[src/hw/rtl/crm_pkg.sv]
// Shared types and constants for the Catmull-Rom segment generator.
package crm_pkg;

   localparam int DEF_MAX_STEPS  = 16;
   localparam int DEF_COORD_BITS = 12;
   localparam int OUT_BITS       = 13;
   localparam int CFG_W          = 5;
   localparam int STEPS_RESET    = 16;
   localparam int RSP_W          = ((4 * OUT_BITS + 7) / 8) * 8;

   typedef enum logic [4:0] {
      ST_IDLE, ST_LOAD, ST_S2, ST_S3, ST_CS, ST_BS, ST_PS,
      ST_H0, ST_H1, ST_H2, ST_DINIT, ST_DSTEP, ST_STORE, ST_EMIT, ST_WIN
   } ctrl_state_type;

   typedef enum logic [3:0] {
      OP_NOP, OP_LOAD, OP_S2, OP_S3, OP_CS, OP_BS, OP_PS,
      OP_H0, OP_H1, OP_H2, OP_DINIT, OP_DSTEP, OP_STORE
   } dp_op_type;

   // Which window points form p0..p3 of a span (A,B,C = window, Q = new point)
   typedef enum logic [2:0] {
      SPAN_AAQQ, SPAN_AABQ, SPAN_ABQQ, SPAN_ABCQ, SPAN_BCQQ
   } span_kind_type;

   typedef enum logic [2:0] {
      WIN_NONE, WIN_SET0, WIN_SET1, WIN_SET2, WIN_SHIFT
   } win_op_type;

   typedef struct packed {
      dp_op_type     op;
      span_kind_type kind;
      win_op_type    win;
      logic          capture;
      logic          k_clear;
      logic          k_inc;
      logic          out_load;
      logic          out_last;
   } dp_cmd_type;

   typedef struct packed {
      logic div_done;
      logic k_zero;
      logic k_end;
      logic out_free;
   } dp_status_type;

endpackage

[src/hw/rtl/crm_lane.sv]
// One coordinate lane: span coefficients, Horner evaluation, divider, saturation.
module crm_lane #(
   parameter int MAX_STEPS  = crm_pkg::DEF_MAX_STEPS,
   parameter int COORD_BITS = crm_pkg::DEF_COORD_BITS,
   localparam int SB    = $clog2(MAX_STEPS + 1),
   localparam int CW    = COORD_BITS + 4,
   localparam int NUM_W = COORD_BITS + 3 * SB + 6,
   localparam int MB    = 3 * SB + 1,
   localparam int Q_W   = COORD_BITS + 3,
   localparam int DV_W  = 3 * SB + Q_W,
   localparam int CMP_W = (NUM_W > DV_W) ? NUM_W : DV_W,
   localparam int SAT_W = ((Q_W > crm_pkg::OUT_BITS) ? Q_W : crm_pkg::OUT_BITS) + 1
) (
   input  logic                              clock,
   input  crm_pkg::dp_cmd_type               cmd,
   input  logic signed [COORD_BITS-1:0]      w0,
   input  logic signed [COORD_BITS-1:0]      w1,
   input  logic signed [COORD_BITS-1:0]      w2,
   input  logic signed [COORD_BITS-1:0]      q,
   input  logic [SB-1:0]                     s_eff,
   input  logic [2*SB-1:0]                   s2,
   input  logic [3*SB-1:0]                   s3,
   input  logic [SB-1:0]                     k,
   output logic signed [crm_pkg::OUT_BITS-1:0] val
);

   logic signed [COORD_BITS-1:0] p0_ff, p1_ff, p2_ff, p3_ff;
   logic signed [NUM_W-1:0]      cs_ff, bs_ff, ps_ff, acc_ff;
   logic [NUM_W-1:0]             rem_ff;
   logic [DV_W-1:0]              dv_ff;
   logic [Q_W-1:0]               quo_ff;
   logic                         neg_ff;

   logic signed [CW-1:0] pe0, pe1, pe2, pe3, cb, cc, cd, p1x2;
   logic signed [NUM_W-1:0] mul_a, addend, res;
   logic signed [MB-1:0] mul_b;
   logic signed [NUM_W+MB-1:0] prod;
   logic [NUM_W-1:0] acc_mag;
   logic [CMP_W-1:0] rem_c, dv_c, diff;
   logic fits;
   logic [SAT_W-1:0] quo_w, lim, mag;

   // Curve coefficients of the loaded span
   assign pe0  = {{4{p0_ff[COORD_BITS-1]}}, p0_ff};
   assign pe1  = {{4{p1_ff[COORD_BITS-1]}}, p1_ff};
   assign pe2  = {{4{p2_ff[COORD_BITS-1]}}, p2_ff};
   assign pe3  = {{4{p3_ff[COORD_BITS-1]}}, p3_ff};
   assign p1x2 = pe1 <<< 1;
   assign cb   = pe2 - pe0;
   assign cc   = (pe0 <<< 1) - ((pe1 <<< 2) + pe1) + (pe2 <<< 2) - pe3;
   assign cd   = ((pe1 <<< 1) + pe1) - ((pe2 <<< 1) + pe2) + pe3 - pe0;

   // Shared multiplier with accumulate
   always_comb begin
      mul_a  = {{(NUM_W-CW){cd[CW-1]}}, cd};
      mul_b  = {{(MB-SB){1'b0}}, k};
      addend = '0;
      case (cmd.op)
         crm_pkg::OP_CS: begin
            mul_a = {{(NUM_W-CW){cc[CW-1]}}, cc};
            mul_b = {{(MB-SB){1'b0}}, s_eff};
         end
         crm_pkg::OP_BS: begin
            mul_a = {{(NUM_W-CW){cb[CW-1]}}, cb};
            mul_b = {{(MB-2*SB){1'b0}}, s2};
         end
         crm_pkg::OP_PS: begin
            mul_a = {{(NUM_W-CW){p1x2[CW-1]}}, p1x2};
            mul_b = {1'b0, s3};
         end
         crm_pkg::OP_H0: addend = cs_ff;
         crm_pkg::OP_H1: begin
            mul_a  = acc_ff;
            addend = bs_ff;
         end
         crm_pkg::OP_H2: begin
            mul_a  = acc_ff;
            addend = ps_ff;
         end
         default: ;
      endcase
   end
   assign prod = mul_a * mul_b;
   assign res  = $signed(prod[NUM_W-1:0]) + addend;

   // Divider compare
   assign acc_mag = acc_ff[NUM_W-1] ? -acc_ff : acc_ff;
   assign rem_c   = CMP_W'(rem_ff);
   assign dv_c    = CMP_W'(dv_ff);
   assign fits    = rem_c >= dv_c;
   assign diff    = rem_c - dv_c;

   always_ff @(posedge clock) begin
      unique case (cmd.op)
         crm_pkg::OP_LOAD: begin
            p0_ff <= (cmd.kind == crm_pkg::SPAN_BCQQ) ? w1 : w0;
            unique case (cmd.kind)
               crm_pkg::SPAN_AAQQ, crm_pkg::SPAN_AABQ: p1_ff <= w0;
               crm_pkg::SPAN_ABQQ, crm_pkg::SPAN_ABCQ: p1_ff <= w1;
               default:                                p1_ff <= w2;
            endcase
            unique case (cmd.kind)
               crm_pkg::SPAN_AABQ: p2_ff <= w1;
               crm_pkg::SPAN_ABCQ: p2_ff <= w2;
               default:            p2_ff <= q;
            endcase
            p3_ff <= q;
         end
         crm_pkg::OP_CS: cs_ff <= res;
         crm_pkg::OP_BS: bs_ff <= res;
         crm_pkg::OP_PS: ps_ff <= res;
         crm_pkg::OP_H0, crm_pkg::OP_H1, crm_pkg::OP_H2: acc_ff <= res;
         crm_pkg::OP_DINIT: begin
            neg_ff <= acc_ff[NUM_W-1];
            rem_ff <= acc_mag;
            dv_ff  <= {s3, 1'b0, {(Q_W-1){1'b0}}};
            quo_ff <= '0;
         end
         crm_pkg::OP_DSTEP: begin
            if (fits) begin
               rem_ff <= diff[NUM_W-1:0];
            end
            quo_ff <= {quo_ff[Q_W-2:0], fits};
            dv_ff  <= dv_ff >> 1;
         end
         default: ;
      endcase
   end

   // Saturate magnitude and apply sign
   assign quo_w = SAT_W'(quo_ff);
   assign lim   = neg_ff ? SAT_W'(1 << (crm_pkg::OUT_BITS - 1))
                         : SAT_W'((1 << (crm_pkg::OUT_BITS - 1)) - 1);
   assign mag   = (quo_w > lim) ? lim : quo_w;
   assign val   = neg_ff ? -mag[crm_pkg::OUT_BITS-1:0] : mag[crm_pkg::OUT_BITS-1:0];

endmodule

[src/hw/rtl/crm_datapath.sv]
// Datapath: step register, point window, two lanes, counters and output register.
module crm_datapath #(
   parameter int MAX_STEPS  = crm_pkg::DEF_MAX_STEPS,
   parameter int COORD_BITS = crm_pkg::DEF_COORD_BITS,
   localparam int SB  = $clog2(MAX_STEPS + 1),
   localparam int Q_W = COORD_BITS + 3,
   localparam int DCW = $clog2(Q_W)
) (
   input  logic                              clock,
   input  logic                              reset,
   input  crm_pkg::dp_cmd_type               cmd,
   input  logic signed [COORD_BITS-1:0]      in_x,
   input  logic signed [COORD_BITS-1:0]      in_y,
   input  logic                              csr_valid,
   input  logic [crm_pkg::CFG_W-1:0]         csr_data,
   input  logic                              rsp_tready,
   output crm_pkg::dp_status_type            status,
   output logic                              rsp_valid,
   output logic signed [crm_pkg::OUT_BITS-1:0] seg_x1,
   output logic signed [crm_pkg::OUT_BITS-1:0] seg_y1,
   output logic signed [crm_pkg::OUT_BITS-1:0] seg_x2,
   output logic signed [crm_pkg::OUT_BITS-1:0] seg_y2,
   output logic                              last_of_run
);

   localparam int OB = crm_pkg::OUT_BITS;

   logic [crm_pkg::CFG_W-1:0]    steps_ff;
   logic [SB-1:0]                s_eff, k_ff;
   logic [2*SB-1:0]              s2_ff;
   logic [3*SB-1:0]              s3_ff;
   logic [DCW-1:0]               div_cnt_ff;
   logic signed [COORD_BITS-1:0] qx_ff, qy_ff;
   logic signed [COORD_BITS-1:0] wx_ff [3];
   logic signed [COORD_BITS-1:0] wy_ff [3];
   logic signed [OB-1:0]         prev_x_ff, prev_y_ff, cur_x_ff, cur_y_ff;
   logic signed [OB-1:0]         out_x1_ff, out_y1_ff, out_x2_ff, out_y2_ff;
   logic                         out_last_ff, out_valid_ff;
   logic signed [OB-1:0]         val_x, val_y;
   logic [2*SB-1:0]              s2_in;
   logic [3*SB-1:0]              s3_in;

   // Step count register, clamped to 1..MAX_STEPS for use
   always_ff @(posedge clock) begin
      if (reset) begin
         steps_ff <= crm_pkg::CFG_W'(crm_pkg::STEPS_RESET);
      end else if (csr_valid) begin
         steps_ff <= csr_data;
      end
   end

   always_comb begin
      if (steps_ff == '0) begin
         s_eff = SB'(1);
      end else if (int'(steps_ff) > MAX_STEPS) begin
         s_eff = SB'(MAX_STEPS);
      end else begin
         s_eff = SB'(steps_ff);
      end
   end

   assign s2_in = s_eff * s_eff;
   assign s3_in = s2_ff * s_eff;

   // Powers of S, segment index and divide step counter
   always_ff @(posedge clock) begin
      if (cmd.op == crm_pkg::OP_S2) s2_ff <= s2_in;
      if (cmd.op == crm_pkg::OP_S3) s3_ff <= s3_in;
      if (cmd.k_clear) begin
         k_ff <= '0;
      end else if (cmd.k_inc) begin
         k_ff <= k_ff + SB'(1);
      end
      if (cmd.op == crm_pkg::OP_DINIT) begin
         div_cnt_ff <= '0;
      end else if (cmd.op == crm_pkg::OP_DSTEP) begin
         div_cnt_ff <= div_cnt_ff + DCW'(1);
      end
   end

   // New point capture and window update
   always_ff @(posedge clock) begin
      if (cmd.capture) begin
         qx_ff <= in_x;
         qy_ff <= in_y;
      end
      case (cmd.win)
         crm_pkg::WIN_SET0: begin
            wx_ff[0] <= qx_ff;
            wy_ff[0] <= qy_ff;
         end
         crm_pkg::WIN_SET1: begin
            wx_ff[1] <= qx_ff;
            wy_ff[1] <= qy_ff;
         end
         crm_pkg::WIN_SET2: begin
            wx_ff[2] <= qx_ff;
            wy_ff[2] <= qy_ff;
         end
         crm_pkg::WIN_SHIFT: begin
            wx_ff[0] <= wx_ff[1];
            wy_ff[0] <= wy_ff[1];
            wx_ff[1] <= wx_ff[2];
            wy_ff[1] <= wy_ff[2];
            wx_ff[2] <= qx_ff;
            wy_ff[2] <= qy_ff;
         end
         default: ;
      endcase
   end

   crm_lane #(.MAX_STEPS(MAX_STEPS), .COORD_BITS(COORD_BITS)) u_lane_x (
      .clock(clock), .cmd(cmd), .w0(wx_ff[0]), .w1(wx_ff[1]), .w2(wx_ff[2]),
      .q(qx_ff), .s_eff(s_eff), .s2(s2_ff), .s3(s3_ff), .k(k_ff), .val(val_x)
   );

   crm_lane #(.MAX_STEPS(MAX_STEPS), .COORD_BITS(COORD_BITS)) u_lane_y (
      .clock(clock), .cmd(cmd), .w0(wy_ff[0]), .w1(wy_ff[1]), .w2(wy_ff[2]),
      .q(qy_ff), .s_eff(s_eff), .s2(s2_ff), .s3(s3_ff), .k(k_ff), .val(val_y)
   );

   // Curve points: first of a span goes to prev, later ones to cur
   always_ff @(posedge clock) begin
      if (cmd.op == crm_pkg::OP_STORE) begin
         if (k_ff == '0) begin
            prev_x_ff <= val_x;
            prev_y_ff <= val_y;
         end else begin
            cur_x_ff <= val_x;
            cur_y_ff <= val_y;
         end
      end
      if (cmd.out_load) begin
         out_x1_ff   <= prev_x_ff;
         out_y1_ff   <= prev_y_ff;
         out_x2_ff   <= cur_x_ff;
         out_y2_ff   <= cur_y_ff;
         out_last_ff <= cmd.out_last;
         prev_x_ff   <= cur_x_ff;
         prev_y_ff   <= cur_y_ff;
      end
   end

   // Output register valid
   always_ff @(posedge clock) begin
      if (reset) begin
         out_valid_ff <= 1'b0;
      end else if (cmd.out_load) begin
         out_valid_ff <= 1'b1;
      end else if (rsp_tready) begin
         out_valid_ff <= 1'b0;
      end
   end

   assign status.div_done = (div_cnt_ff == DCW'(Q_W - 1));
   assign status.k_zero   = (k_ff == '0);
   assign status.k_end    = (k_ff == s_eff);
   assign status.out_free = !out_valid_ff || rsp_tready;

   assign rsp_valid   = out_valid_ff;
   assign seg_x1      = out_x1_ff;
   assign seg_y1      = out_y1_ff;
   assign seg_x2      = out_x2_ff;
   assign seg_y2      = out_y2_ff;
   assign last_of_run = out_last_ff;

endmodule

[src/hw/rtl/crm_ctrl.sv]
// Controller: sequences spans, evaluations, divisions and segment transfers.
module crm_ctrl (
   input  logic                   clock,
   input  logic                   reset,
   input  logic                   req_valid,
   input  logic                   req_last,
   output logic                   req_ready,
   input  crm_pkg::dp_status_type status,
   output crm_pkg::dp_cmd_type    cmd
);

   crm_pkg::ctrl_state_type state_ff, state_in;
   crm_pkg::span_kind_type  kind_ff, kind_in;
   logic [1:0]              seen_ff, seen_in;
   logic                    last_ff, last_in;
   logic                    second_ff, second_in;
   logic                    accept;

   // Input taken only in idle and never while reset is held
   assign req_ready = (state_ff == crm_pkg::ST_IDLE) && !reset;
   assign accept    = req_valid && req_ready;

   always_ff @(posedge clock) begin
      if (reset) begin
         state_ff  <= crm_pkg::ST_IDLE;
         kind_ff   <= crm_pkg::SPAN_AAQQ;
         seen_ff   <= 2'd0;
         last_ff   <= 1'b0;
         second_ff <= 1'b0;
      end else begin
         state_ff  <= state_in;
         kind_ff   <= kind_in;
         seen_ff   <= seen_in;
         last_ff   <= last_in;
         second_ff <= second_in;
      end
   end

   always_comb begin
      state_in     = state_ff;
      kind_in      = kind_ff;
      seen_in      = seen_ff;
      last_in      = last_ff;
      second_in    = second_ff;
      cmd          = '0;
      cmd.op       = crm_pkg::OP_NOP;
      cmd.kind     = kind_ff;
      cmd.win      = crm_pkg::WIN_NONE;
      unique case (state_ff)
         crm_pkg::ST_IDLE: begin
            if (accept) begin
               cmd.capture = 1'b1;
               last_in     = req_last;
               second_in   = req_last && (seen_ff >= 2'd2);
               unique case (seen_ff)
                  2'd1:    kind_in = crm_pkg::SPAN_AAQQ;
                  2'd2:    kind_in = crm_pkg::SPAN_AABQ;
                  default: kind_in = crm_pkg::SPAN_ABCQ;
               endcase
               if (seen_ff >= 2'd2 || (seen_ff == 2'd1 && req_last)) begin
                  state_in = crm_pkg::ST_LOAD;
               end else begin
                  state_in = crm_pkg::ST_WIN;
               end
            end
         end
         crm_pkg::ST_LOAD: begin
            cmd.op      = crm_pkg::OP_LOAD;
            cmd.k_clear = 1'b1;
            state_in    = crm_pkg::ST_S2;
         end
         crm_pkg::ST_S2: begin
            cmd.op   = crm_pkg::OP_S2;
            state_in = crm_pkg::ST_S3;
         end
         crm_pkg::ST_S3: begin
            cmd.op   = crm_pkg::OP_S3;
            state_in = crm_pkg::ST_CS;
         end
         crm_pkg::ST_CS: begin
            cmd.op   = crm_pkg::OP_CS;
            state_in = crm_pkg::ST_BS;
         end
         crm_pkg::ST_BS: begin
            cmd.op   = crm_pkg::OP_BS;
            state_in = crm_pkg::ST_PS;
         end
         crm_pkg::ST_PS: begin
            cmd.op   = crm_pkg::OP_PS;
            state_in = crm_pkg::ST_H0;
         end
         crm_pkg::ST_H0: begin
            cmd.op   = crm_pkg::OP_H0;
            state_in = crm_pkg::ST_H1;
         end
         crm_pkg::ST_H1: begin
            cmd.op   = crm_pkg::OP_H1;
            state_in = crm_pkg::ST_H2;
         end
         crm_pkg::ST_H2: begin
            cmd.op   = crm_pkg::OP_H2;
            state_in = crm_pkg::ST_DINIT;
         end
         crm_pkg::ST_DINIT: begin
            cmd.op   = crm_pkg::OP_DINIT;
            state_in = crm_pkg::ST_DSTEP;
         end
         crm_pkg::ST_DSTEP: begin
            cmd.op = crm_pkg::OP_DSTEP;
            if (status.div_done) begin
               state_in = crm_pkg::ST_STORE;
            end
         end
         crm_pkg::ST_STORE: begin
            cmd.op = crm_pkg::OP_STORE;
            if (status.k_zero) begin
               cmd.k_inc = 1'b1;
               state_in  = crm_pkg::ST_H0;
            end else begin
               state_in = crm_pkg::ST_EMIT;
            end
         end
         crm_pkg::ST_EMIT: begin
            if (status.out_free) begin
               cmd.out_load = 1'b1;
               cmd.out_last = status.k_end && !second_ff;
               if (!status.k_end) begin
                  cmd.k_inc = 1'b1;
                  state_in  = crm_pkg::ST_H0;
               end else if (second_ff) begin
                  second_in = 1'b0;
                  kind_in   = (seen_ff == 2'd2) ? crm_pkg::SPAN_ABQQ : crm_pkg::SPAN_BCQQ;
                  state_in  = crm_pkg::ST_LOAD;
               end else begin
                  state_in = crm_pkg::ST_WIN;
               end
            end
         end
         crm_pkg::ST_WIN: begin
            unique case (seen_ff)
               2'd0:    cmd.win = crm_pkg::WIN_SET0;
               2'd1:    cmd.win = crm_pkg::WIN_SET1;
               2'd2:    cmd.win = crm_pkg::WIN_SET2;
               default: cmd.win = crm_pkg::WIN_SHIFT;
            endcase
            if (last_ff) begin
               seen_in = 2'd0;
            end else if (seen_ff != 2'd3) begin
               seen_in = seen_ff + 2'd1;
            end
            state_in = crm_pkg::ST_IDLE;
         end
         default: state_in = crm_pkg::ST_IDLE;
      endcase
   end

   // A finished quotient is always stored next
   a_div_to_store: assert property (@(posedge clock) disable iff (reset)
      (state_ff == crm_pkg::ST_DSTEP && status.div_done) |=> state_ff == crm_pkg::ST_STORE)
      else $error("divider finished without store");

   // The first curve point of a span never produces a segment
   a_first_no_emit: assert property (@(posedge clock) disable iff (reset)
      (state_ff == crm_pkg::ST_STORE && status.k_zero) |=> state_ff == crm_pkg::ST_H0)
      else $error("first span point went to emit");

   // Never overwrite a segment that has not been taken
   a_no_overwrite: assert property (@(posedge clock) disable iff (reset)
      cmd.out_load |-> status.out_free)
      else $error("output register overwritten");

endmodule

[src/hw/rtl/catmull_rom_segment_generator.sv]
// Top level: uniform Catmull-Rom segment generator, stream in, segments out.
// A point that closes no span is accepted, then updates the window, before the next is taken.
// A span runs setup (load, S^2, S^3, coefficient products), then S+1 evaluations (3 Horner
// steps, divider init, COORD_BITS+3 divide steps, store) and one transfer per segment, which
// waits while the output register holds an untaken segment; divide steps dominate the span.
// Synchronous active-high reset clears control, the window count and S to 16.
module catmull_rom_segment_generator #(
   parameter int MAX_STEPS  = crm_pkg::DEF_MAX_STEPS,
   parameter int COORD_BITS = crm_pkg::DEF_COORD_BITS,
   localparam int REQ_W = ((2 * COORD_BITS + 7) / 8) * 8
) (
   input  logic                        clock,
   input  logic                        reset,
   input  logic                        req_tvalid,
   output logic                        req_tready,
   input  logic [REQ_W-1:0]            req_tdata,  // point_x, point_y, zero pad
   input  logic                        req_tlast,  // last_point
   output logic                        rsp_tvalid,
   input  logic                        rsp_tready,
   output logic [crm_pkg::RSP_W-1:0]   rsp_tdata,  // seg_x1, seg_y1, seg_x2, seg_y2, pad
   output logic                        rsp_tlast,  // last_of_run
   input  logic                        csr_valid,
   output logic                        csr_ready,
   input  logic [crm_pkg::CFG_W-1:0]   csr_data    // steps_per_span
);

   localparam int OB = crm_pkg::OUT_BITS;

   crm_pkg::dp_cmd_type    cmd;
   crm_pkg::dp_status_type status;
   logic signed [OB-1:0]   seg_x1, seg_y1, seg_x2, seg_y2;

   // Register writes taken whenever reset is released
   assign csr_ready = !reset;

   crm_ctrl u_ctrl (
      .clock(clock), .reset(reset), .req_valid(req_tvalid), .req_last(req_tlast),
      .req_ready(req_tready), .status(status), .cmd(cmd)
   );

   crm_datapath #(.MAX_STEPS(MAX_STEPS), .COORD_BITS(COORD_BITS)) u_datapath (
      .clock(clock), .reset(reset), .cmd(cmd),
      .in_x($signed(req_tdata[COORD_BITS-1:0])),
      .in_y($signed(req_tdata[2*COORD_BITS-1:COORD_BITS])),
      .csr_valid(csr_valid && csr_ready), .csr_data(csr_data),
      .rsp_tready(rsp_tready), .status(status), .rsp_valid(rsp_tvalid),
      .seg_x1(seg_x1), .seg_y1(seg_y1), .seg_x2(seg_x2), .seg_y2(seg_y2),
      .last_of_run(rsp_tlast)
   );

   // Pack result fields, lowest field first
   assign rsp_tdata = {{(crm_pkg::RSP_W - 4 * OB){1'b0}}, seg_y2, seg_x2, seg_y1, seg_x1};

endmodule
[config.mk]
export PLATFORM = sky130hd
export DESIGN_NAME = catmull_rom_segment_generator
export DESIGN_NICKNAME = d
export VERILOG_FILES = /design/src/hw/rtl/crm_pkg.sv /design/src/hw/rtl/crm_lane.sv /design/src/hw/rtl/crm_datapath.sv /design/src/hw/rtl/crm_ctrl.sv /design/src/hw/rtl/catmull_rom_segment_generator.sv
export SDC_FILE = /design/constraint.sdc
export NUM_CORES = 2
export LEC_CHECK = 0
export ABC_AREA = 1
export CORE_ASPECT_RATIO = 0.75
export CORE_MARGIN = 2
export CORE_UTILIZATION = 41
export DETAILED_ROUTE_END_ITERATION = 10
export DONT_BUFFER_PORTS = 1
export GPL_TIMING_DRIVEN = 0
export PLACE_DENSITY_LB_ADDON = 0.3
export SETUP_SLACK_MARGIN = 0.05
export SKIP_LAST_GASP = 1
export SYNTH_ARGS = -nofsm -noshare
export SYNTH_HDL_FRONTEND = slang
export SYNTH_SLANG_ARGS = --single-unit
[constraint.sdc]
create_clock -name clock -period 20 [get_ports clock]
set_clock_uncertainty 0.15 [all_clocks]
set_input_delay 3 -clock clock [delete_from_list [all_inputs] [get_ports clock]]
set_output_delay 3 -clock clock [all_outputs]
set_load 0.1 [all_outputs]
## After elaboration in Yosys (flattened, before gate mapping)

Memories as Yosys holds them, arrays and structs flattened.
Index checks and enable logic that the tools add are counted.

| storage, ports and cells | value |
|---|---|
| register bits | 699 |
| RAM bits | 72 |
| input port bits | 35 |
| output and inout port bits | 60 |
| word-level logic and storage cells | 261 |
| memories kept | 2 |

Memories:

| memory | words | width | rd ports | clocked after Yosys merged registers in | wr ports | RTL line | source |
|---|---|---|---|---|---|---|---|
| u_datapath.wx_ff | 3 | 12 | 3 | 0 | 3 | crm_datapath.sv:34 | `logic signed [COORD_BITS-1:0] wx_ff [3];` |
| u_datapath.wy_ff | 3 | 12 | 3 | 0 | 3 | crm_datapath.sv:35 | `logic signed [COORD_BITS-1:0] wy_ff [3];` |

| cells by class | value |
|---|---|
| $add $sub $neg | 31 |
| $mul | 4 |
| order comparisons | 6 |
| equality and inequality tests | 46 |
| multiplexer cells | 83 |
| bitwise gates (word level) | 7 |
| reductions and logical operators | 36 |

Operators with widths:

| kind | number |
|---|---|
| $pmux 33 s4 | 2 |
| $pmux 33 s3 | 2 |
| $mux 13 | 12 |
| $mux 33 | 4 |
| $pmux 33 s2 | 2 |
| $pmux 30 s2 | 2 |
| $mux 12 | 8 |
| $pmux 12 s2 | 4 |
| $pmux 5 s14 | 1 |
| $add 33x33->33 | 2 |
| $ge 33x30->1 | 2 |
| $mul 33x16->33 | 2 |
| $neg 33->33 | 2 |
| $sub 33x30->33 | 2 |
| $sub 16x12->16 | 4 |
| $pmux 15 s2 | 2 |
| $add 13x12->14 | 4 |
| $pmux 4 s12 | 1 |
| $pmux 15 s3 | 1 |
| $eq 5x4->1 const B | 7 |
| $add 15x12->16 | 2 |
| $add 16x14->16 | 2 |
| $sub 13x15->16 | 2 |
| $add 14x12->15 | 2 |
| 50 further kinds | 139 |

## Longest topological paths before layout

| logic depth | value |
|---|---|
| word-level depth | 9 |
| mapped depth | 45 |

## By module

A second synthesis with hierarchy kept.

| unflattened totals | value |
|---|---|
| cell total of the unflattened synthesis | 8259 |
| area, all modules | 72907.4 µm² |

By module, submodules not included:

| module | times used | cells each | area each (µm²) | seq. area each (µm²) |
|---|---|---|---|---|
| crm_lane at u_datapath.u_lane_x | 1 | 3600 | 30720.7 | 7777.5 |
| crm_lane at u_datapath.u_lane_y | 1 | 3602 | 30614.4 | 7777.5 |
| crm_datapath | 1 | 898 | 10606.4 | 7056.8 |
| crm_ctrl | 1 | 151 | 918.4 | 220.2 |
| catmull_rom_segment_generator | 1 | 8 | 47.5 | 0.0 |

## Worst setup path after synthesis

Ideal clock, no wire load.

| timing path | value |
|---|---|
| path kind | reg-to-reg |
| from | register u_ctrl.state_ff[1] |
| to | register u_datapath.u_lane_x.acc_ff[28] (data pin) |
| setup time | 0.273 ns |
| arrival | 8.902 ns |
| required time | 19.577 ns |
| setup slack | 10.676 ns |
| stages on the path, launching flop included | 37 |
| path buffers | 3 |
| path through | dfxtp_1 -> buf_4 -> nor2_2 -> inv_1 -> nor2_2 -> buf_4 -> clkbuf_1 -> o21ai_0 -> o221ai_1 -> nand2_1 -> clkinv_1 -> nand2_1 -> fa_1 -> inv_1 -> fa_1 -> fa_1 -> inv_1 -> fa_1 -> inv_1 -> fa_1 -> inv_1 -> fa_1 -> inv_1 -> ha_1 -> a21oi_1 -> o21ai_0 -> o21bai_1 -> a21oi_1 -> o21ai_0 -> nand2_1 -> nand2_1 -> nand2_1 -> nand2_1 -> a21oi_1 -> inv_1 -> a21oi_1 -> xnor2_1 |

| on the way | value |
|---|---|
| word-level cells in the longest chain between the ends | 7 |

Ends and longest elaborated chain:

| element | RTL line | source |
|---|---|---|
| start, declared | crm_ctrl.sv:12 | `crm_pkg::ctrl_state_type state_ff, state_in;` |
| start signal, assigned | crm_ctrl.sv:25 | `state_ff <= crm_pkg::ST_IDLE;` |
| start signal, assigned | crm_ctrl.sv:31 | `state_ff <= state_in;` |
| $eq 5x4->1, or another cell as far along | crm_ctrl.sv:49 | `unique case (state_ff)` |
| $pmux 4 s12 * | crm_ctrl.sv:49 |  |
| $eq 4x4->1 | crm_lane.sv:58 | `case (cmd.op)` |
| $reduce_or 2->1 (no line) | -- |  |
| $pmux 33 s4 | crm_lane.sv:58 |  |
| $mul 33x16->33 | crm_lane.sv:83 | `assign prod = mul_a * mul_b;` |
| $add 33x33->33 * | crm_lane.sv:84 | `assign res = $signed(prod[NUM_W-1:0]) + addend;` |
| net u_datapath.u_lane_x.res[28] | crm_lane.sv:35 | `logic signed [NUM_W-1:0] mul_a, addend, res;` |
| end signal, assigned | crm_lane.sv:112 | `crm_pkg::OP_H0, crm_pkg::OP_H1, crm_pkg::OP_H2: acc_ff <= res;` |
| end, declared | crm_lane.sv:28 | `logic signed [NUM_W-1:0] cs_ff, bs_ff, ps_ff, acc_ff;` |

The timed path passes the listed nets; every way through them passes the cells marked *.
A chain may end at the register's enable or synchronous reset.

## Worst setup path after layout

| timing path | value |
|---|---|
| from | register u_datapath.u_lane_x.p1_ff[7] |
| to | register u_datapath.u_lane_x.acc_ff[28] (data pin) |

| on the way | value |
|---|---|
| word-level cells in the longest chain between the ends | 7 |

Ends and longest elaborated chain:

| element | RTL line | source |
|---|---|---|
| start, declared | crm_lane.sv:27 | `logic signed [COORD_BITS-1:0] p0_ff, p1_ff, p2_ff, p3_ff;` |
| start signal, assigned | crm_lane.sv:98 | `crm_pkg::SPAN_AAQQ, crm_pkg::SPAN_AABQ: p1_ff <= w0;` |
| start signal, assigned | crm_lane.sv:99 | `crm_pkg::SPAN_ABQQ, crm_pkg::SPAN_ABCQ: p1_ff <= w1;` |
| start signal, assigned | crm_lane.sv:100 | `default: p1_ff <= w2;` |
| $add 14x12->15 / $add 13x12->14 (equally long branches) | crm_lane.sv:50, crm_lane.sv:51 |  |
| $sub 13x15->16 / $sub 14x14->15 (equally long branches) | crm_lane.sv:50, crm_lane.sv:51 |  |
| $add 16x14->16 / $add 15x12->16 (equally long branches) | crm_lane.sv:50, crm_lane.sv:51 |  |
| $sub 16x12->16 (on tied branches) | crm_lane.sv:50, crm_lane.sv:51 |  |
| $pmux 33 s4 * | crm_lane.sv:58 |  |
| $mul 33x16->33 * | crm_lane.sv:83 |  |
| $add 33x33->33 * | crm_lane.sv:84 |  |
| net u_datapath.u_lane_x.res[28] | crm_lane.sv:35 |  |

Marks and branches as above.

==> impl_metrics.toml <==
[drt]
routed_via_density = 5.371
dr_total_vias = 54260
wl_per_cell_um = 21.97
drt_iter0_markers = 6380
route.detailed.drc = 0
drt_wl_total_um = 221900
dr.pass1.iters = 6
ant_nets = 0

[die]
dieArea_um2 = 173200
core_area_um2 = 168000
io_pins = 95
die_w_um = 479.8
placementRows = 130
start_util_pct = 41.43
die_h_um = 360.9

[sta]
setup_viol = 0
maxSlewHeadroom_pct = 0.6494
final_hold_viol_count = 0
min_period_ns = 11.77
fin_crit_sh_pct = 58.86
slew_violations = 0
rsz0062_at_grt = "false"
tns_ns = 0
hold_ws_ns = 0.2687
tightestPinTransition_ns = 1.490
timing.fmax_mhz = 84.95

[finish]
layout_commonest_cell = "inv_1"
area_delta_synth_final_pct = 8.359
final_cell_mix = "inv_1, nand2_1, fa_1"
num-nets-final = 9104
drive_above_1_share_pct = 3.424

[critical_path]
cp_slowest_cell = "xnor2_1"
path_max_fanout = 9
crit_arrival_ns = 11.95
critPathKind = "flip-flop to flip-flop"
crit_path_start_kind = "flip-flop"
crit_required_ns = 20.18
worst_path_largest_cell_delay_ns = 0.82
endpoint_kind = "flip-flop"

[synth]
synth-async-reset-ratio_pct = 0
synth_compound_area_share_pct = 9.211
muxShareOfSynthArea_pct = 0.03235
avgSynthCellArea_um2 = 9.054
synth_fa_ha_area_share_pct = 32.13
ys_seq_elements = 739
synth-simple-area-share_pct = 14.08
synthXorXnorAreaFrac_pct = 1.786
ys_warn_count = 0
synth_edf_count = 713
seq_area_frac_synth_pct = 31.50
synth_largest_area_cell = "edfxtp_1"
synthCells = 7689
ys.flop_type = "edfxtp_1"
synth_top_cell_area_share_pct = 30.75
synth_top_family_by_area = "adder cells"
yosys-top-cells-area = "edfxtp_1, fa_1, inv_1"
yosysUniqueCellTypes = 75
netlist_area_um2 = 69620

[clock_tree]
worstSkewPairLatency_ns = 0.69
post_cts_resized = 0
cts_tree = "yes"
cts_made_buffers = 74
cts_root_buf = "clkbuf_16"
clkTransAtPathRegs_ns = 0.06
clockBufferDepth = 3
cts_sinks = 739
ctsHtreeMaxLevel = 3
post-cts-setup-buffer-count = 0
hold_buffers = 0

[run_status]
status = "finished clean"

[global_route]
grt_pass1_wl_um = 335600
grt_max_degree = 54
grt-ovfl-total = 0
grt_usage_pct = 25.76
grt_pass1_vias = 53500
antenna_found_initial = 4

[placement]
port-buffer-count = 0
hpwl_um = 183400
gpl.final_weighted_congestion = 0.9792

[job]
cap_violations = 0

[min_path]
min_path_type = "flip-flop to flip-flop"
==> critical path: cells and delay by family, from the launching register on <==
family | cells | cell delay, ns
DFF | 1 | 0.58
and+or+nand+nor | 13 | 1.83
adders and majority gates | 11 | 5.30
AOI/OAI and AO/OA | 7 | 1.52
xor gates and xnor gates | 2 | 0.99
buffers and inverters | 10 | 1.02
==> per-stage QoR <==
| stage | area (um2) | setup slack [ns] | cells | util, % |
|---|---|---|---|---|
| after CTS | 75430 | 8.411 | 10100 | 44.89 |
| after floorplan | 69690 | 10.68 | 7709 | - |
| after global placement | 72500 | 6.549 | 9953 | 43.15 |
| after global routing | 75440 | 7.777 | 10100 | 44.90 |
| after detailed placement | 72930 | 8.477 | 9969 | 43.40 |
| final | 75440 | 8.228 | 10100 | 44.90 |
==> final timing paths <==
| kind | start | to | slack [ns] | cells after the start |
|---|---|---|---|---|
| setup / recovery | u_datapath.u_lane_x.p1_ff[7] | u_datapath.u_lane_x.acc_ff[28] | 8.23 | 43 |
| hold reg to reg | u_datapath.prev_y_ff[6] | u_datapath.seg_y1[6] | 0.27 | 0 |
| setup reg to reg | u_datapath.u_lane_x.p1_ff[7] | u_datapath.u_lane_x.acc_ff[28] | 8.23 | 43 |
| hold / removal | u_datapath.prev_y_ff[6] | u_datapath.seg_y1[6] | 0.27 | 0 |
==> final cells by class <==
class	count	area (um2)
diodes	1	2.502
plain buffers	206	865.8
clock buffers	84	1909
clock inverters	48	594.3
fillers	16220	92590
inverters	1859	6980
multi-input cells	4905	40010
flip-flops and latches	739	21930
well taps	2244	2808
repair buffers	16	339.1
==> cells in the mapped netlist, types with 8 or more instances <==
library cell  number
o21a_1            18
nand3_2            8
nand4_1           50
nor3_1            53
nand2_1         1321
a21boi_0           8
edfxtp_1         713
a221oi_1          19
clkinv_1          15
a211oi_1           9
buf_2             10
nand3b_1           9
a31oi_1           32
inv_1           1823
a22oi_1           16
a22o_1            56
buf_1             23
buf_4             10
o211ai_1          11
nor2_1           606
o21bai_1          15
or2_2             23
o22ai_1           14
xor2_1            97
clkbuf_1         159
ha_1             402
inv_2             20
dfxtp_1           26
nand3_1          263
nor2_2             8
xnor2_1           45
nor4_1            14
o221ai_1          43
a21oi_1          403
o31ai_1           13
o21ai_0          369
o21ai_1           11
fa_1             866
==> layer usage <==
metal	wire length, um	track usage, %	vias to the layer above
met3	28530	8.243	287
met2	88630	35.66	2640
met4	4758	5.196	8
li1	-	-	24420
met5	46	0	-
met1	99940	39.03	26910
==> cells by family (layout without fill, tap and decap cells) <==
group,Yosys count,in the layout
buf+inv,2065,2213
simple gates,2381,2381
compound gates,1090,1090
other cells,2,23
mux,2,2
xor+xnor,142,142
fa+ha+maj,1268,1268
flops,739,739
==> flip-flops by register name, summed over array words and instances, names as in the netlist, 29 cells and up <==
signal,count
u_datapath.wx_ff,36
u_datapath.wy_ff,36
u_datapath.u_lane_x.acc_ff,33
u_datapath.u_lane_x.bs_ff,33
u_datapath.u_lane_x.cs_ff,33
u_datapath.u_lane_x.ps_ff,33
u_datapath.u_lane_x.rem_c,33
u_datapath.u_lane_y.acc_ff,33
u_datapath.u_lane_y.bs_ff,33
u_datapath.u_lane_y.cs_ff,33
u_datapath.u_lane_y.ps_ff,33
u_datapath.u_lane_y.rem_c,33
u_datapath.u_lane_y.dv_ff,29
Power is not shown: default switching activity piles up to over one toggle a cycle in this logic, so the estimate is an artifact.
